`config.mk`:
```
export PLATFORM = sky130hd
export DESIGN_NAME = awsk_front
export DESIGN_NICKNAME = d
export VERILOG_FILES = /design/src/rtl/ackermann_wheel_speed_kinematics_core_assert.svh /design/src/rtl/awsk_pkg.sv /design/src/rtl/awsk_front.sv
export SDC_FILE = /design/constraint.sdc
export NUM_CORES = 1
export LEC_CHECK = 0
export ABC_AREA = 0
export CORE_MARGIN = 2
export CORE_UTILIZATION = 57
export CTS_CLUSTER_DIAMETER = 200
export CTS_CLUSTER_SIZE = 20
export DETAILED_ROUTE_END_ITERATION = 8
export DONT_BUFFER_PORTS = 1
export MAX_ROUTING_LAYER = met4
export PLACE_DENSITY = 0.72
export SYNTH_ARGS = -nofsm -noshare
export SYNTH_HDL_FRONTEND = slang
export SYNTH_SLANG_ARGS = --single-unit
export TNS_END_PERCENT = 5
```
`constraint.sdc`:
```
create_clock -name clk_i -period 2.3 [get_ports clk_i]
set_input_delay 0.345 -clock clk_i [delete_from_list [all_inputs] [get_ports clk_i]]
set_output_delay 0.345 -clock clk_i [all_outputs]
set_load 0.005 [all_outputs]
```
`src/rtl/ackermann_wheel_speed_kinematics_core_assert.svh`:
```
// Assertion macros shared by the kinematics core modules.
// Each macro samples on clk_i and is disabled while rst_ni is low.
`ifndef ACKERMANN_WHEEL_SPEED_KINEMATICS_CORE_ASSERT_SVH
`define ACKERMANN_WHEEL_SPEED_KINEMATICS_CORE_ASSERT_SVH

// Condition in this cycle implies the consequence in the same cycle.
`define AWSK_ASSERT_IMPL(lbl, ante, cons, msg) \
  lbl: assert property (@(posedge clk_i) disable iff (!rst_ni) (ante) |-> (cons)) \
    else $error(msg);

// Condition in this cycle implies the consequence in the next cycle.
`define AWSK_ASSERT_NEXT(lbl, ante, cons, msg) \
  lbl: assert property (@(posedge clk_i) disable iff (!rst_ni) (ante) |=> (cons)) \
    else $error(msg);

`endif

```
`src/rtl/awsk_pkg.sv`:
```
// ----------------------------------------------------------------------------
// awsk_pkg
// Types, constants and the arctangent table of the wheel speed kinematics core.
// ----------------------------------------------------------------------------
package awsk_pkg;

  localparam int CORDIC_STAGES = 16;
  localparam int QUEUE_DEPTH   = 2;

  localparam logic [15:0] TRACK_RST  = 16'd1229;
  localparam logic [15:0] IRAD_RST   = 16'd5120;
  localparam logic [15:0] WBASE_RST  = 16'd1024;
  localparam logic [11:0] THRESH_RST = 12'd1;

  localparam logic signed [16:0] ANGLE_LIMIT = 17'sd25736;
  localparam logic signed [29:0] SPEED_MAX   = 30'sd8388607;
  localparam logic signed [29:0] SPEED_MIN   = -30'sd8388608;

  typedef enum logic [1:0] {
    REG_TRACK  = 2'd0,
    REG_IRAD   = 2'd1,
    REG_WBASE  = 2'd2,
    REG_THRESH = 2'd3
  } reg_idx_e;

  typedef struct packed {
    logic signed [15:0] linear_velocity;
    logic signed [15:0] angular_velocity;
  } in_item_t;

  typedef struct packed {
    logic signed [23:0] left_wheel_speed;
    logic signed [23:0] right_wheel_speed;
    logic signed [15:0] steering_angle;
    logic               command_valid;
  } out_item_t;

  typedef struct packed {
    logic [15:0] rear_track;
    logic [15:0] inverse_wheel_radius;
    logic [15:0] wheelbase_length;
    logic [11:0] near_zero_threshold;
  } cfg_t;

  // Classified command passed from front to back.
  typedef struct packed {
    logic signed [15:0] v;
    logic signed [15:0] w;
    logic               zero;
    logic               cmd_ok;
  } cmd_t;

  // One CORDIC pipeline stage, wheel speeds ride along.
  typedef struct packed {
    logic signed [33:0] x;
    logic signed [33:0] y;
    logic signed [32:0] z;
    logic signed [23:0] wl;
    logic signed [23:0] wr;
    logic               zero;
    logic               cmd_ok;
  } cstage_t;

  // atan(2^-i) in Q2.30, rounded to nearest.
  function automatic logic signed [32:0] atan_q30(input int i);
    logic signed [32:0] r;
    unique case (i)
      0:  r = 33'sd843314857;
      1:  r = 33'sd497837829;
      2:  r = 33'sd263043837;
      3:  r = 33'sd133525159;
      4:  r = 33'sd67021687;
      5:  r = 33'sd33543516;
      6:  r = 33'sd16775851;
      7:  r = 33'sd8388437;
      8:  r = 33'sd4194283;
      9:  r = 33'sd2097149;
      10: r = 33'sd1048576;
      11: r = 33'sd524288;
      12: r = 33'sd262144;
      13: r = 33'sd131072;
      14: r = 33'sd65536;
      15: r = 33'sd32768;
      16: r = 33'sd16384;
      17: r = 33'sd8192;
      18: r = 33'sd4096;
      19: r = 33'sd2048;
      20: r = 33'sd1024;
      21: r = 33'sd512;
      22: r = 33'sd256;
      23: r = 33'sd128;
      default: r = '0;
    endcase
    return r;
  endfunction

endpackage

```
`src/rtl/awsk_front.sv`:
```
// ----------------------------------------------------------------------------
// awsk_front
// Accepts commands and flags those whose speed is below the zero threshold.
// ----------------------------------------------------------------------------
module awsk_front (
  input  logic                clk_i,
  input  logic                rst_ni,
  input  logic                in_valid_i,
  output logic                in_stall_o,
  input  awsk_pkg::in_item_t  in_data_i,
  input  logic [11:0]         thresh_i,
  output logic                push_o,
  output awsk_pkg::cmd_t      push_data_o,
  input  logic                full_i
);

  logic            vld_q, vld_d;
  awsk_pkg::cmd_t  cmd_q, cmd_d;
  logic            accept;
  logic [16:0]     av, aw;

  assign push_o      = vld_q && !full_i;
  assign in_stall_o  = vld_q && full_i;
  assign accept      = in_valid_i && !in_stall_o;
  assign push_data_o = cmd_q;

  always_comb begin
    av = in_data_i.linear_velocity[15] ? 17'(-$signed({in_data_i.linear_velocity[15],
                                                       in_data_i.linear_velocity}))
                                       : {1'b0, in_data_i.linear_velocity};
    aw = in_data_i.angular_velocity[15] ? 17'(-$signed({in_data_i.angular_velocity[15],
                                                        in_data_i.angular_velocity}))
                                        : {1'b0, in_data_i.angular_velocity};
    cmd_d.v      = in_data_i.linear_velocity;
    cmd_d.w      = in_data_i.angular_velocity;
    cmd_d.zero   = av < {5'd0, thresh_i};
    // a spin-in-place command is rejected
    cmd_d.cmd_ok = !(cmd_d.zero && (aw >= {5'd0, thresh_i}));
    vld_d        = accept ? 1'b1 : (push_o ? 1'b0 : vld_q);
  end

  always_ff @(posedge clk_i or negedge rst_ni) begin
    if (!rst_ni) begin
      vld_q <= 1'b0;
    end else begin
      vld_q <= vld_d;
    end
  end

  always_ff @(posedge clk_i) begin
    if (accept) begin
      cmd_q <= cmd_d;
    end
  end

endmodule

```
* Word level (Yosys, flattened, before mapping)
Cells that the tools add are included.
** Word-level totals
- Register bits :: 35
- Bits of input ports :: 48
- Output and inout port bits :: 36
- Logic and storage cells :: 21
** Cells by class
- Add/subtract/negate cells :: 2
- Magnitude comparators :: 2
- Multiplexer cells :: 4
- Reductions and logical operators :: 8
** Operators by type and width (number)
- two-way mux 17 bit :: 2
- negator 16 -> 17 bit :: 2
- >= comparator 17 x 12 -> 1 bit :: 1
- less-than comparator 17 x 12 -> 1 bit :: 1
- logical AND 1 bit :: 4
- zero test 1 bit :: 3
- two-way mux 1 bit :: 2
- nonzero test 2 bit :: 1

* Longest topological paths before layout
- Word-level depth :: 5
- Depth in mapped cells :: 12
- Gate-level depth less buffers :: 12

* Worst setup path before layout
OpenSTA, ideal clock, no wires.
- Kind :: input to register
- Start :: input port in_data_i[20] (netlist name)
- End :: register cmd_q (netlist bit push_data_o[0]), data pin
- Library setup time :: 0.270 ns
- Data arrival time :: 2.469 ns
- Required time :: 2.030 ns
- Slack :: -0.439 ns
- Cell stages on the path :: 11
- Buffers on the path :: 0
- Path through :: nor4_4 -> nand2_2 -> o21ai_0 -> xnor2_1 -> ha_1 -> a21oi_1 -> a21boi_0 -> a2111oi_0 -> a21oi_1 -> a2111oi_4 -> o31ai_2
** RTL lines
- start, declared :: RTL line awsk_front.sv:10 : input awsk_pkg::in_item_t in_data_i,
- end signal, assigned :: RTL line awsk_front.sv:52 : cmd_q <= cmd_d;
- end, declared :: RTL line awsk_front.sv:18 : awsk_pkg::cmd_t cmd_q, cmd_d;

==> results.yml <==
grt:
  grt_max_degree: 35
  grt_first_pass_wirelength_microns: 7350
  grt_pass1_vias: 1609
  grt_use_total: 0.230
  antenna_found_initial: 0
  overflow: 0
sta:
  setup_ws_ps: -113
  hold_viol: 0
  post-route-period-util: 1.05
  tns_ps: -131
  slew_viol_final: 0
  fmax_ghz: 0.414
  layout_min_cycle_time_ps: 2410
  rsz0062_at_grt: "true"
  worstMarginPinSlew_ps: 446
  fin_skew_ps: 4.73
  relSlewSlack: 0.703
  setup_viol: 2
synthesis:
  syn-num-nets: 277
  syn_avg_cell_area_sq_um: 11.1
  synthArstFlopShare: 0.0286
  synth_enable_flop_cells: 34
  ys_top_cells_by_area: "edfxtp_1 45%, ha_1 14%, xnor2_1 8.2%"
  synthCells: 204
  syn_area_sq_mm: 0.00225
  ys_ff_latch: 35
  yosysWarnings: 0
  synth_top_area_share: 0.453
  synth.distinct_cells: 40
  yosysSeqAreaShare: 0.464
  yosysTopAreaCell: "edfxtp_1"
  synth-main-ff-cell: "edfxtp_1"
placed_design:
  place_ws_ps: -468
  post-dp-hpwl_microns: 3820
  port_buffers: 0
  gp_congestion: 0.817
route:
  via_per_inst: 5.94
  drt-pass1-iter-count: 4
  wl_per_cell_microns: 17.4
  routed_wirelength_microns: 4740
  ant_nets: 0
  drc_errors: 0
  via_count: 1616
  drt_iter0_drc: 169
power:
  power_density_mw_per_mm2: 572
  ir_drop_mv: 0.341
  p_leak_nw: 0.961
clock_tree:
  tritoncts: "yes"
  root_buffer: "clkbuf_8"
  path_clk_slew_ps: 70
  post-cts-setup-buffers: 0
  clock_latency_ps: 280
  cts_buffers: 5
  max-clock-path-buffers: 2
  htreeDepth: 2
  cts_sinks: 35
worst_setup_path:
  cp-start-kind: "input port"
  crit_required_ps: 2320
  critPathMaxFanout: 4
  crit_type: "in2reg"
  arrival_ps: 2430
  slowest_stage: "nor4_4"
  critPathMaxStageDelay_ps: 320
  crit_chain: "nor4_4 > nand2_1 > o31ai_2 > xnor2_1 > ha_1 > a21boi_1 > a2111oi_1 > a21oi_1 > a2111oi_4 > o31ai_2"
  r2r_start: "vld_q$_DFFE_PN0P_"
  crit_path_frequent_cell: "o31ai_2"
  regToRegSetupSlack_ps: 880
  crit_path_end_kind: "flop"
  crit_start: "in_data_i[20]"
die:
  fp.dieH_microns: 66.9
  die_w_microns: 66.9
  core_area_sq_mm: 0.00374
  ios: 84
  rows: 22
  dieArea_sq_mm: 0.00447
  start_util: 0.602
worst_hold_path:
  worstHoldStart: "in_data_i[17]"
  min_path_type: "in2reg"
finish:
  drive_above_1_share: 0.138
  n_fill_cell: 295
  antenna_cells: 0
  multi_input_area_sq_mm: 0.00116
  area_growth_pct: 11.7
  final_nets: 296
  register_area_sq_mm: 0.00105
run:
  maxCapViolations: 0
outcome:
  violations: "negative setup slack"
  status: "complete, but fails checks"
[cell usage in the layout (no fill, tap or decap), drive strengths merged, types with 5 or more instances in the layout]
cell    netlist  routed
o21ai        13      13
o31ai         7       7
nand2        17      17
buf           0      13
clkbuf        2       7
nor2         12      12
ha           25      25
nor2b         5       5
a21oi         9       9
xnor2        21      21
nor4          5       5
edfxtp       34      34
inv          17      17
[per-layer routing]
layer,up-vias,share of wire,global-route usage
li1,789,-,-
met1,732,0.40,0.274
met2,80,0.48,0.366
met3,15,0.090,0.0625
met4,0,0.031,0.102
met5,-,0,-
[Yosys cell counts (all sizes together), types with 2 or more instances]
master,count
edfxtp,34
ha,25
xnor2,21
inv,17
nand2,17
o21ai,13
nor2,12
a21oi,9
o31ai,7
nor2b,5
nor4,5
nand2b,4
nand3,4
nand4,4
nor3,3
a2111oi,2
a21o,2
and2,2
clkbuf,2
o41ai,2
[state kept, by name (all words and copies together), names as in the netlist]
register,count
push_data_o,34
vld_q,1
[final timing paths]
check	end	cells past startpoint
hold reg to reg	vld_q$_DFFE_PN0P_	2
setup / recovery	push_data_o[0]$_DFFE_PP_	10
setup reg to reg	push_data_o[28]$_DFFE_PP_	3
hold / removal	push_data_o[19]$_DFFE_PP_	0
min in group asynchronous	vld_q$_DFFE_PN0P_	1
max in group asynchronous	vld_q$_DFFE_PN0P_	1
[per-stage QoR]
| stage | instances | total power [W] | area [sq um] | hold slack [ps] | util |
|---|---|---|---|---|---|
| after detailed placement | 263 | 0.00103 | 2420 | 49.4 | 0.647 |
| after global routing | 272 | 0.00151 | 2520 | 142 | 0.672 |
| after global placement | 263 | 0.00101 | 2420 | 49.4 | 0.647 |
| after CTS | 272 | 0.00145 | 2520 | 145 | 0.672 |
| after floorplan | 204 | 0.000965 | 2270 | 49.4 | - |
| final | 272 | 0.00144 | 2520 | 152 | 0.672 |
[report_power, final]
group	switching, W	internal [W]
combinational	0.000135	0.000125
clock	0.000206	0.000212
sequential	0.0000166	0.000744
[area by class of cell]
type / count / share of cell area
Clock buffer: 7 / 0.0303
Clock inverter: 1 / 0.00199
Inverter: 17 / 0.0253
Multi-Input combinational cell: 150 / 0.460
Sequential cell: 35 / 0.416
Tap cell: 48 / 0.0239
Timing Repair Buffer: 14 / 0.0427
[worst max-delay path: cells and delay by family]
kind | cells | cell delay (ps)
AO/OA/AOI/OAI | 6 | 1180
XOR/XNOR | 1 | 140
adder cells (fa/ha/maj) | 1 | 260
AND/OR/NAND/NOR | 2 | 500
[cells by family after synthesis]
group                    share of synthesized area
adder cells (fa/ha/maj)                      0.139
AO/OA/AOI/OAI                                0.129
buffers and inverters                       0.0316
multiplexers                               0.00943
XOR/XNOR                                    0.0816
AND/OR/NAND/NOR                              0.146
flip-flops                                   0.464
[what timing repair did]
action                     in CTS  in global routing
setup endpoints to repair       2                  2
gates resized for setup         1                  2
hold endpoints to repair        1                  0
hold buffers                    1                  0
pin swaps                       0                  0
gates cloned                    0                  0
Note: power is estimated with default switching activity, not from simulation.
