**config.mk**
```make
export PLATFORM = sky130hd
export DESIGN_NAME = awsk_queue
export DESIGN_NICKNAME = d
export VERILOG_FILES = /design/src/rtl/awsk_pkg.sv /design/src/rtl/awsk_queue.sv
export VERILOG_INCLUDE_DIRS = /design/src /design/src/rtl
export SDC_FILE = /design/constraint.sdc
export NUM_CORES = 1
export LEC_CHECK = 0
export BUFFER_PORTS_ARGS = -buffer_cell sky130_fd_sc_hd__buf_2
export CORE_AREA = 2 2 77 79
export CTS_CLUSTER_DIAMETER = 120
export CTS_CLUSTER_SIZE = 20
export DETAILED_ROUTE_END_ITERATION = 12
export DIE_AREA = 0 0 79 81
export PLACE_DENSITY_LB_ADDON = 0.08
export SYNTH_ARGS = -nofsm -noshare
export SYNTH_HDL_FRONTEND = slang
export SYNTH_SLANG_ARGS = --single-unit
```
**constraint.sdc**
```tcl
create_clock -name clk_i -period 3.1 [get_ports clk_i]
set_clock_uncertainty 0.15 [all_clocks]
set_input_delay 0.62 -clock clk_i [delete_from_list [all_inputs] [get_ports clk_i]]
set_output_delay 0.62 -clock clk_i [all_outputs]
set_load 0.03 [all_outputs]
```
**src/rtl/ackermann_wheel_speed_kinematics_core_assert.svh**
```systemverilog
// Assertion macros shared by the kinematics core modules.
// Each macro samples on clk_i and is disabled while rst_ni is low.
`ifndef ACKERMANN_WHEEL_SPEED_KINEMATICS_CORE_ASSERT_SVH
`define ACKERMANN_WHEEL_SPEED_KINEMATICS_CORE_ASSERT_SVH

// Condition in this cycle implies the consequence in the same cycle.
`define AWSK_ASSERT_IMPL(lbl, ante, cons, msg) \
  lbl: assert property (@(posedge clk_i) disable iff (!rst_ni) (ante) |-> (cons)) \
    else $error(msg);

// Condition in this cycle implies the consequence in the next cycle.
`define AWSK_ASSERT_NEXT(lbl, ante, cons, msg) \
  lbl: assert property (@(posedge clk_i) disable iff (!rst_ni) (ante) |=> (cons)) \
    else $error(msg);

`endif

```
**src/rtl/awsk_pkg.sv**
```systemverilog
// ----------------------------------------------------------------------------
// awsk_pkg
// Types, constants and the arctangent table of the wheel speed kinematics core.
// ----------------------------------------------------------------------------
package awsk_pkg;

  localparam int CORDIC_STAGES = 16;
  localparam int QUEUE_DEPTH   = 2;

  localparam logic [15:0] TRACK_RST  = 16'd1229;
  localparam logic [15:0] IRAD_RST   = 16'd5120;
  localparam logic [15:0] WBASE_RST  = 16'd1024;
  localparam logic [11:0] THRESH_RST = 12'd1;

  localparam logic signed [16:0] ANGLE_LIMIT = 17'sd25736;
  localparam logic signed [29:0] SPEED_MAX   = 30'sd8388607;
  localparam logic signed [29:0] SPEED_MIN   = -30'sd8388608;

  typedef enum logic [1:0] {
    REG_TRACK  = 2'd0,
    REG_IRAD   = 2'd1,
    REG_WBASE  = 2'd2,
    REG_THRESH = 2'd3
  } reg_idx_e;

  typedef struct packed {
    logic signed [15:0] linear_velocity;
    logic signed [15:0] angular_velocity;
  } in_item_t;

  typedef struct packed {
    logic signed [23:0] left_wheel_speed;
    logic signed [23:0] right_wheel_speed;
    logic signed [15:0] steering_angle;
    logic               command_valid;
  } out_item_t;

  typedef struct packed {
    logic [15:0] rear_track;
    logic [15:0] inverse_wheel_radius;
    logic [15:0] wheelbase_length;
    logic [11:0] near_zero_threshold;
  } cfg_t;

  // Classified command passed from front to back.
  typedef struct packed {
    logic signed [15:0] v;
    logic signed [15:0] w;
    logic               zero;
    logic               cmd_ok;
  } cmd_t;

  // One CORDIC pipeline stage, wheel speeds ride along.
  typedef struct packed {
    logic signed [33:0] x;
    logic signed [33:0] y;
    logic signed [32:0] z;
    logic signed [23:0] wl;
    logic signed [23:0] wr;
    logic               zero;
    logic               cmd_ok;
  } cstage_t;

  // atan(2^-i) in Q2.30, rounded to nearest.
  function automatic logic signed [32:0] atan_q30(input int i);
    logic signed [32:0] r;
    unique case (i)
      0:  r = 33'sd843314857;
      1:  r = 33'sd497837829;
      2:  r = 33'sd263043837;
      3:  r = 33'sd133525159;
      4:  r = 33'sd67021687;
      5:  r = 33'sd33543516;
      6:  r = 33'sd16775851;
      7:  r = 33'sd8388437;
      8:  r = 33'sd4194283;
      9:  r = 33'sd2097149;
      10: r = 33'sd1048576;
      11: r = 33'sd524288;
      12: r = 33'sd262144;
      13: r = 33'sd131072;
      14: r = 33'sd65536;
      15: r = 33'sd32768;
      16: r = 33'sd16384;
      17: r = 33'sd8192;
      18: r = 33'sd4096;
      19: r = 33'sd2048;
      20: r = 33'sd1024;
      21: r = 33'sd512;
      22: r = 33'sd256;
      23: r = 33'sd128;
      default: r = '0;
    endcase
    return r;
  endfunction

endpackage

```
**src/rtl/awsk_queue.sv**
```systemverilog
// ----------------------------------------------------------------------------
// awsk_queue
// Short FIFO between the front and the back of the core.
// ----------------------------------------------------------------------------
`include "ackermann_wheel_speed_kinematics_core_assert.svh"

module awsk_queue (
  input  logic            clk_i,
  input  logic            rst_ni,
  input  logic            push_i,
  input  awsk_pkg::cmd_t  push_data_i,
  output logic            full_o,
  input  logic            pop_i,
  output awsk_pkg::cmd_t  pop_data_o,
  output logic            empty_o
);

  localparam int PtrW = $clog2(awsk_pkg::QUEUE_DEPTH);

  awsk_pkg::cmd_t  mem_q [awsk_pkg::QUEUE_DEPTH];
  logic [PtrW-1:0] wr_q, wr_d, rd_q, rd_d;
  logic [PtrW:0]   cnt_q, cnt_d;

  assign full_o     = cnt_q == (PtrW+1)'(awsk_pkg::QUEUE_DEPTH);
  assign empty_o    = cnt_q == '0;
  assign pop_data_o = mem_q[rd_q];

  always_comb begin
    wr_d  = wr_q;
    rd_d  = rd_q;
    cnt_d = cnt_q;
    if (push_i) begin
      wr_d = (wr_q == PtrW'(awsk_pkg::QUEUE_DEPTH - 1)) ? '0 : wr_q + 1'b1;
    end
    if (pop_i) begin
      rd_d = (rd_q == PtrW'(awsk_pkg::QUEUE_DEPTH - 1)) ? '0 : rd_q + 1'b1;
    end
    if (push_i && !pop_i) begin
      cnt_d = cnt_q + 1'b1;
    end else if (pop_i && !push_i) begin
      cnt_d = cnt_q - 1'b1;
    end
  end

  always_ff @(posedge clk_i or negedge rst_ni) begin
    if (!rst_ni) begin
      wr_q  <= '0;
      rd_q  <= '0;
      cnt_q <= '0;
    end else begin
      wr_q  <= wr_d;
      rd_q  <= rd_d;
      cnt_q <= cnt_d;
    end
  end

  always_ff @(posedge clk_i) begin
    if (push_i) begin
      mem_q[wr_q] <= push_data_i;
    end
  end

  `AWSK_ASSERT_IMPL(a_no_overflow, push_i, !full_o, "push into full queue")
  `AWSK_ASSERT_IMPL(a_no_underflow, pop_i, !empty_o, "pop from empty queue")
  `AWSK_ASSERT_NEXT(a_push_only_fills, push_i && !pop_i, !empty_o,
                    "queue empty after a push")

endmodule

```
==> After elaboration in Yosys (flattened, before gate mapping) <==
Memory sizes are Yosys's and may differ from the RTL's.
Index checks and enable logic that the tools add are counted.
{ "word_totals": {"regBits": 4, "ram_bits": 68, "in_bits": 38, "output_inout_bits": 36, "elab_cells": 21, "mem_count": 1} }
{ "classes": {"addsub": 4, "n_eq_ne": 1, "n_mux": 6, "n_reduce_logical": 6} }
{ "memory_table": {"columns": ["memory", "depth", "word_bits", "read_ports", "rd_clocked_by_memory_dff", "wr", "line", "text"], "rows": [
  ["mem_q", 2, 34, 1, 0, 1, "awsk_queue.sv:20", "awsk_pkg::cmd_t mem_q [awsk_pkg::QUEUE_DEPTH];"]
]} }
{ "ops": {"columns": ["cell", "n"], "rows": [
  ["two-way mux 1 bit", 4],
  ["two-way mux 2 bit", 2],
  ["adder 1 bit, second input constant", 2],
  ["adder 2 x 1 -> 2 bit, second input constant", 1],
  ["== test 2 bit, second input constant", 1],
  ["logical AND 1 bit", 2],
  ["logical NOT 1 bit", 2],
  ["logical NOT 2 bit", 1],
  ["nonzero test 2 bit", 1],
  ["subtractor 2 x 1 -> 2 bit, second input constant", 1]
]} }

==> Depth between registers and ports, before layout <==
Gate-level depths: netlist of run 1.
{ "depth": {"ltp_word": 4, "ltp_mapped": 5, "ltp_nobuf": 5} }

==> Worst setup path after synthesis of run 1 <==
Ideal clock, no wire load.
{ "synth_timing": {"path_type": "input to register", "startpoint": "input port push_i", "endpoint": "memory mem_q[0][0] (netlist name) (enable)", "setup_time_ps": 429, "arrival_time_ps": 2153, "t_required_ps": 2521, "slack_ps": 368, "path_stages": 1, "path_buffers": 0, "cell_sequence": "nor2b_1"} }
{ "synth_via": {"elab_chain_len": 2} }
{ "synth_lines": {"columns": ["element", "line", "text"], "rows": [
  ["start: declaration", "awsk_queue.sv:10", "input logic push_i,"],
  ["two-way mux 1 bit", "awsk_queue.sv:58", "if (push_i) begin"],
  ["two-way mux 1 bit (implied by the code)", "awsk_queue.sv:59", "mem_q[wr_q] <= push_data_i;"],
  ["end: declaration", "awsk_queue.sv:20", null]
]} }
No other way between the ends.

==> metrics.yaml, run 1 <==
outcome:
  outcome: "finished, final reports clean"
synth:
  netlist_area_um2: 2790
  synth_edf_count: 68
  synthTopCellsByCount: "68 x edfxtp_1, 29 x mux2_4, 5 x mux2_2"
  ys_top_cells_by_area: "edfxtp_1 73%, mux2_4 16%, dfrtp_1 3.6%"
  synthMuxAreaShare: 0.176
  ys_ff_latch: 72
  synth_fa_ha_area_frac: 0.00448
  async_reset_ff_frac: 0.0556
  synth_nets: 161
  synthDistinctLibCells: 13
  ys_warn_count: 0
  synth_top_family_by_area: "multiplexers"
  synth-xor-area-share: 0.0157
  synth_compound_area_frac: 0
  synth_seq_area_share: 0.767
  syn_inst: 122
  yosysMostFrequentCell: "edfxtp_1"
  yosysTopAreaCell: "edfxtp_1"
  synth_top_area_frac: 0.732
  synth_area_per_cell_um2: 22.9
  synthSimpleGateAreaFrac: 0.00941
  synth_flop_cell: "edfxtp_1"
worst_setup_path:
  timing.rr.end: "mem_q[0][2]"
  worstPathCellList: "buf_4 -> mux2_4 -> buf_2"
  critPathLaunch: "rd_q"
  cpMaxStageDelayCell: "dfrtp_2"
  ff2ff_path_depth: 2
  start_kind: "flip-flop"
  crit_fanout: 26
  r2r-start: "wr_q"
  required_ns: 2.33
  end_kind: "output port"
  max_stage_delay_ns: 0.87
  crit_buf_inv: 2
  path_class: "flip-flop to output port"
  cp_top_family: "flip-flops"
  critPathArrivalTime_ns: 1.99
  regToRegSetupSlack_ns: 1.40
clocking:
  cts_tree: "built"
  path_clk_slew_ns: 0.07
  cts-root-buf: "clkbuf_8"
  cts_buffers: 9
  clock_path_buffers: 2
  worstSkewPairLatency_ns: 0.33
  cts.htree.levels: 3
  cts.sinks: 72
  cts_resized: 0
place:
  port-buffer-count: 73
  place_area_um2: 3210
  dp_hpwl_mm: 2.94
  pre_cts_ws_ns: 0.664
  place.gp.congestion: 0.655
routing:
  wl_per_cell_um: 15.2
  first_iter_violations: 83
  drc: 0
  vias_per_cell: 4.73
  dr.pass1.iters: 4
  vias: 1354
  routed_wl_mm: 4.35
  drtAntennaViolNets: 0
global_routing:
  grt_first_pass_wirelength_mm: 6.43
  track_usage: 0.142
  grt.overflow.total: 0
  grt_start_max_net_pins: 35
  antenna_found_initial: 0
  grt_pass1_vias: 1397
die:
  start_util: 0.492
  boundaryPins: 74
  die_y_um: 81
  fp-row-count: 28
  die_area_um2: 6400
  die_w_um: 79
  core_um2: 5680
sta:
  rsz0062_at_grt: "no"
  finalCriticalPeriod_ns: 2.76
  maxSlewHeadroom: 0.452
  worst_pin_slew_ns: 0.822
  hold_violations: 0
  fmax_ghz: 0.362
  worst_slack_ns: 0.337
  fin_crit_sh: 0.891
  drv_slew: 0
  finalSetupViolations: 0
  setup-tns-final_ns: 0
hold_path:
  min_path_type: "input port to flip-flop"
  min_to: "mem_q[0][5]"
  hold_depth: 1
  hp-start: "push_data_i[5]"
run:
  maxCapViolCount: 0
final_layout:
  drive_above_1_share: 0.592
  area_growth_pct: 20.9
  diodes: 0
  fin_nets: 245
  final_cell_area_um2: 3380
pwr:
  p_leak_nw: 1.38
  power.density_nw_per_um2: 951
  peakVddDrop_uv: 758
## state kept, by name, indices dropped and copies added (netlist names)
| signal | count |
|---|---|
| mem_q | 68 |
| rd_q | 1 |
| cnt_q | 2 |
| wr_q | 1 |
## cell families after synthesis
| kind of cell | count (synthesis) |
|---|---|
| flip-flops | 72 |
| multiplexers | 34 |
| XOR/XNOR | 5 |
| buffers and inverters | 5 |
| AND/OR/NAND/NOR | 5 |
| adder cells (fa/ha/maj) | 1 |
## worst max-delay path by stage
stage                endpoint  slack (ns)  cells past startpoint
4_1_cts        pop_data_o[28]        0.30                      3
6_report       pop_data_o[28]        0.34                      3
3_5_place_dp   pop_data_o[28]        0.66                      3
3_3_place_gp   pop_data_o[28]        0.70                      3
5_1_grt        pop_data_o[26]        0.23                      3
2_1_floorplan     mem_q[0][0]        0.37                      1
## where the power goes
part / switching, mW / internal [mW]
logic: 0.682 / 0.501
registers: 0.150 / 1.30
clock network: 0.304 / 0.278
## cell usage in the layout (no fill, tap or decap), drive strengths merged
cell type and n:
dfrtp 4, edfxtp 68, mux2 34, inv 1
and2 1, nor2 2, nor2b 2, buf 76
clkinv 6, xnor2 1, ha 1, dlygate4sd3 1
clkbuf 10, xor2 4
## timing repair
action / 4_1_cts / 5_1_grt
buffers inserted: 0 / 0
hold endpoints to repair: 4 / 0
hold buffers: 1 / 0
## per-layer routing
layer	global-route usage	vias up	share of wire	wire length (um)
met5	0	-	0	0
met4	0.0828	0	0.025	108
met3	0.0489	12	0.061	265
met2	0.247	48	0.53	2320
met1	0.152	658	0.38	1660
li1	-	636	-	-
## worst register-to-register path, cell delays in order (launching register included)
cell and delay (ns):
dfrtp_1 0.43, nor2b_4 0.41, buf_4 0.38
## final cells by class
class	instances	area [um^2]
clock buffers	10	128
clock inverters	6	26.3
fillers	465	2300
inverters	1	3.75
multi-input cells	45	583
flip-flops and latches	72	2140
well taps	75	93.8
repair buffers	77	398
## stage by stage
stage	hold WS (ns)	cells	power, mW	util
floorplan	0.174	122	2.44	-
global placement	0.277	269	2.64	0.566
detailed placement	0.283	269	2.67	0.566
CTS	0.314	286	3.26	0.595
global route	0.307	286	3.37	0.595
finish	0.325	286	3.21	0.595
Note: power is estimated with default switching activity, not from simulation.
==> inputs of run 2 (changes only) <==
--- a/config.mk
+++ b/config.mk
@@ -13,6 +13,7 @@
 export DETAILED_ROUTE_END_ITERATION = 12
 export DIE_AREA = 0 0 79 81
 export PLACE_DENSITY_LB_ADDON = 0.08
+export SLEW_MARGIN = 20
 export SYNTH_ARGS = -nofsm -noshare
 export SYNTH_HDL_FRONTEND = slang
 export SYNTH_SLANG_ARGS = --single-unit
==> constraint.sdc (replaced) <==
create_clock -name clk_i -period 2.7 [get_ports clk_i]
set_clock_uncertainty 0.15 [all_clocks]
set_input_delay 0.54 -clock clk_i [delete_from_list [all_inputs] [get_ports clk_i]]
set_output_delay 0.54 -clock clk_i [all_outputs]
set_load 0.03 [all_outputs]
==> run 2 against run 1 <==
Compared with the run above: die area unchanged; via count is 0.74% lower; global-route usage increased by 0.41 points; worst setup slack worse by 0.15 ns; utilization rose by 0.49 points; design area increased by 0.82%; combinational power grew 21%; sequential power is 12% higher; wire length up 0.99%; largest power group unchanged.
==> metrics.yaml, run 2 (synthesis gave the netlist of run 1 again) <==
sta:
  hold-worst-slack_ns: 0.246
  drv_slew: 0
  maxSlewHeadroom: 0.652
  worst_pin_slew_ns: 0.522
  hold_violations: 0
  rsz0062_at_grt: "no"
  fin_crit_sh: 0.931
  fmax_ghz: 0.398
  setup-tns-final_ns: 0
  finalCriticalPeriod_ns: 2.51
  finalSetupViolations: 0
die:
  boundaryPins: 74
  core_um2: 5680
  die_y_um: 81
  die_w_um: 79
  die_area_um2: 6400
  fp-row-count: 28
  start_util: 0.492
pwr:
  total_power_mw: 3.72
  power.density_nw_per_um2: 1090
  peakVddDrop_uv: 516
  p_leak_nw: 1.39
global_routing:
  grtUsageMet2: 0.250
  use_met3: 0.0511
  grt.overflow.total: 0
  antenna_found_initial: 0
  grt_start_max_net_pins: 21
  use_met1: 0.169
  track_usage: 0.147
  grt-busiest-layer: "met2"
  grt_first_pass_wirelength_mm: 6.74
  grt_pass1_vias: 1368
final_layout:
  regMostFlops: "mem_q"
  final_cells: 284
  diodes: 0
  top_regs: "mem_q: 68 flops, cnt_q: 2 flops"
  mostFrequentLayoutCells: "73 x buf_2, 68 x edfxtp_1, 29 x mux2_4"
  drive_above_1_share: 0.589
  final_common_cell: "buf_2"
  fin_nets: 245
  area_growth_pct: 21.9
  largest_reg_flops: 68
clocking:
  cts.htree.levels: 3
  hold_buffers: 1
  worstSkewPairLatency_ns: 0.33
  cts-root-buf: "clkbuf_8"
  path_clk_slew_ns: 0.07
  cts_resized: 0
  cts.sinks: 72
  clock_path_buffers: 2
  cts_tree: "built"
  cts_setup_buffers: 0
  cts_buffers: 9
routing:
  wl_per_cell_um: 15.5
  drc: 0
  vias_per_cell: 4.73
  first_iter_violations: 51
  routed_wl_mm: 4.40
  drtAntennaViolNets: 0
  vias: 1344
  dr.pass1.iters: 4
worst_setup_path:
  required_ns: 2.01
  critPathArrivalTime_ns: 1.82
  end_kind: "output port"
  start_kind: "flip-flop"
  path_class: "flip-flop to output port"
  crit_fanout: 19
place:
  dp.cells: 269
  port-buffer-count: 73
  dp_hpwl_mm: 2.96
  place.gp.congestion: 0.642
hold_path:
  min_path_type: "input port to flip-flop"
run:
  maxCapViolCount: 0
outcome:
  outcome: "finished, final reports clean"
-- run 2: per-stage QoR --
| stage | cell area, um^2 | utilization | worst slack [ns] |
|---|---|---|---|
| floorplan | 2790 | - | 0.0478 |
| finish | 3400 | 0.600 | 0.186 |
| CTS | 3400 | 0.600 | 0.153 |
| detailed placement | 3250 | 0.573 | 0.513 |
| global route | 3400 | 0.600 | 0.0817 |
| global placement | 3250 | 0.573 | 0.545 |
-- run 2: path summary, 6_finish.rpt --
kind                                start              to  slack [ns]  depth (start not counted)
min in group asynchronous          rst_ni        cnt_q[0]        0.40                          2
min reg2reg                      cnt_q[1]        cnt_q[1]        0.38                          1
max reg2reg                          wr_q     mem_q[0][4]        1.15                          2
max in group asynchronous          rst_ni            rd_q        1.87                          2
min                        push_data_i[5]     mem_q[0][5]        0.25                          1
max                                  rd_q  pop_data_o[14]        0.19                          3
-- run 2: area by class of cell --
class | instances | area [um^2]
clock buffers | 12 | 135
clock inverters | 2 | 8.76
fillers | 469 | 2270
inverters | 1 | 3.75
multi-input cells | 45 | 583
flip-flops and latches | 72 | 2140
well taps | 75 | 93.8
repair buffers | 77 | 435
-- run 2: critical path: stages (launching register included) --
cell     delay (ns)
dfrtp_2        0.70
buf_12         0.26
mux2_2         0.35
buf_2          0.18
-- run 2: layer usage --
layer | routed length, um | vias up
met2 | 2360 | 46
met3 | 259 | 9
met1 | 1700 | 653
met4 | 80 | 0
li1 | - | 636
met5 | 0 | -
-- run 2: report_power, final --
group	switching, mW	internal, mW
combinational	0.826	0.608
clock	0.342	0.320
sequential	0.142	1.49
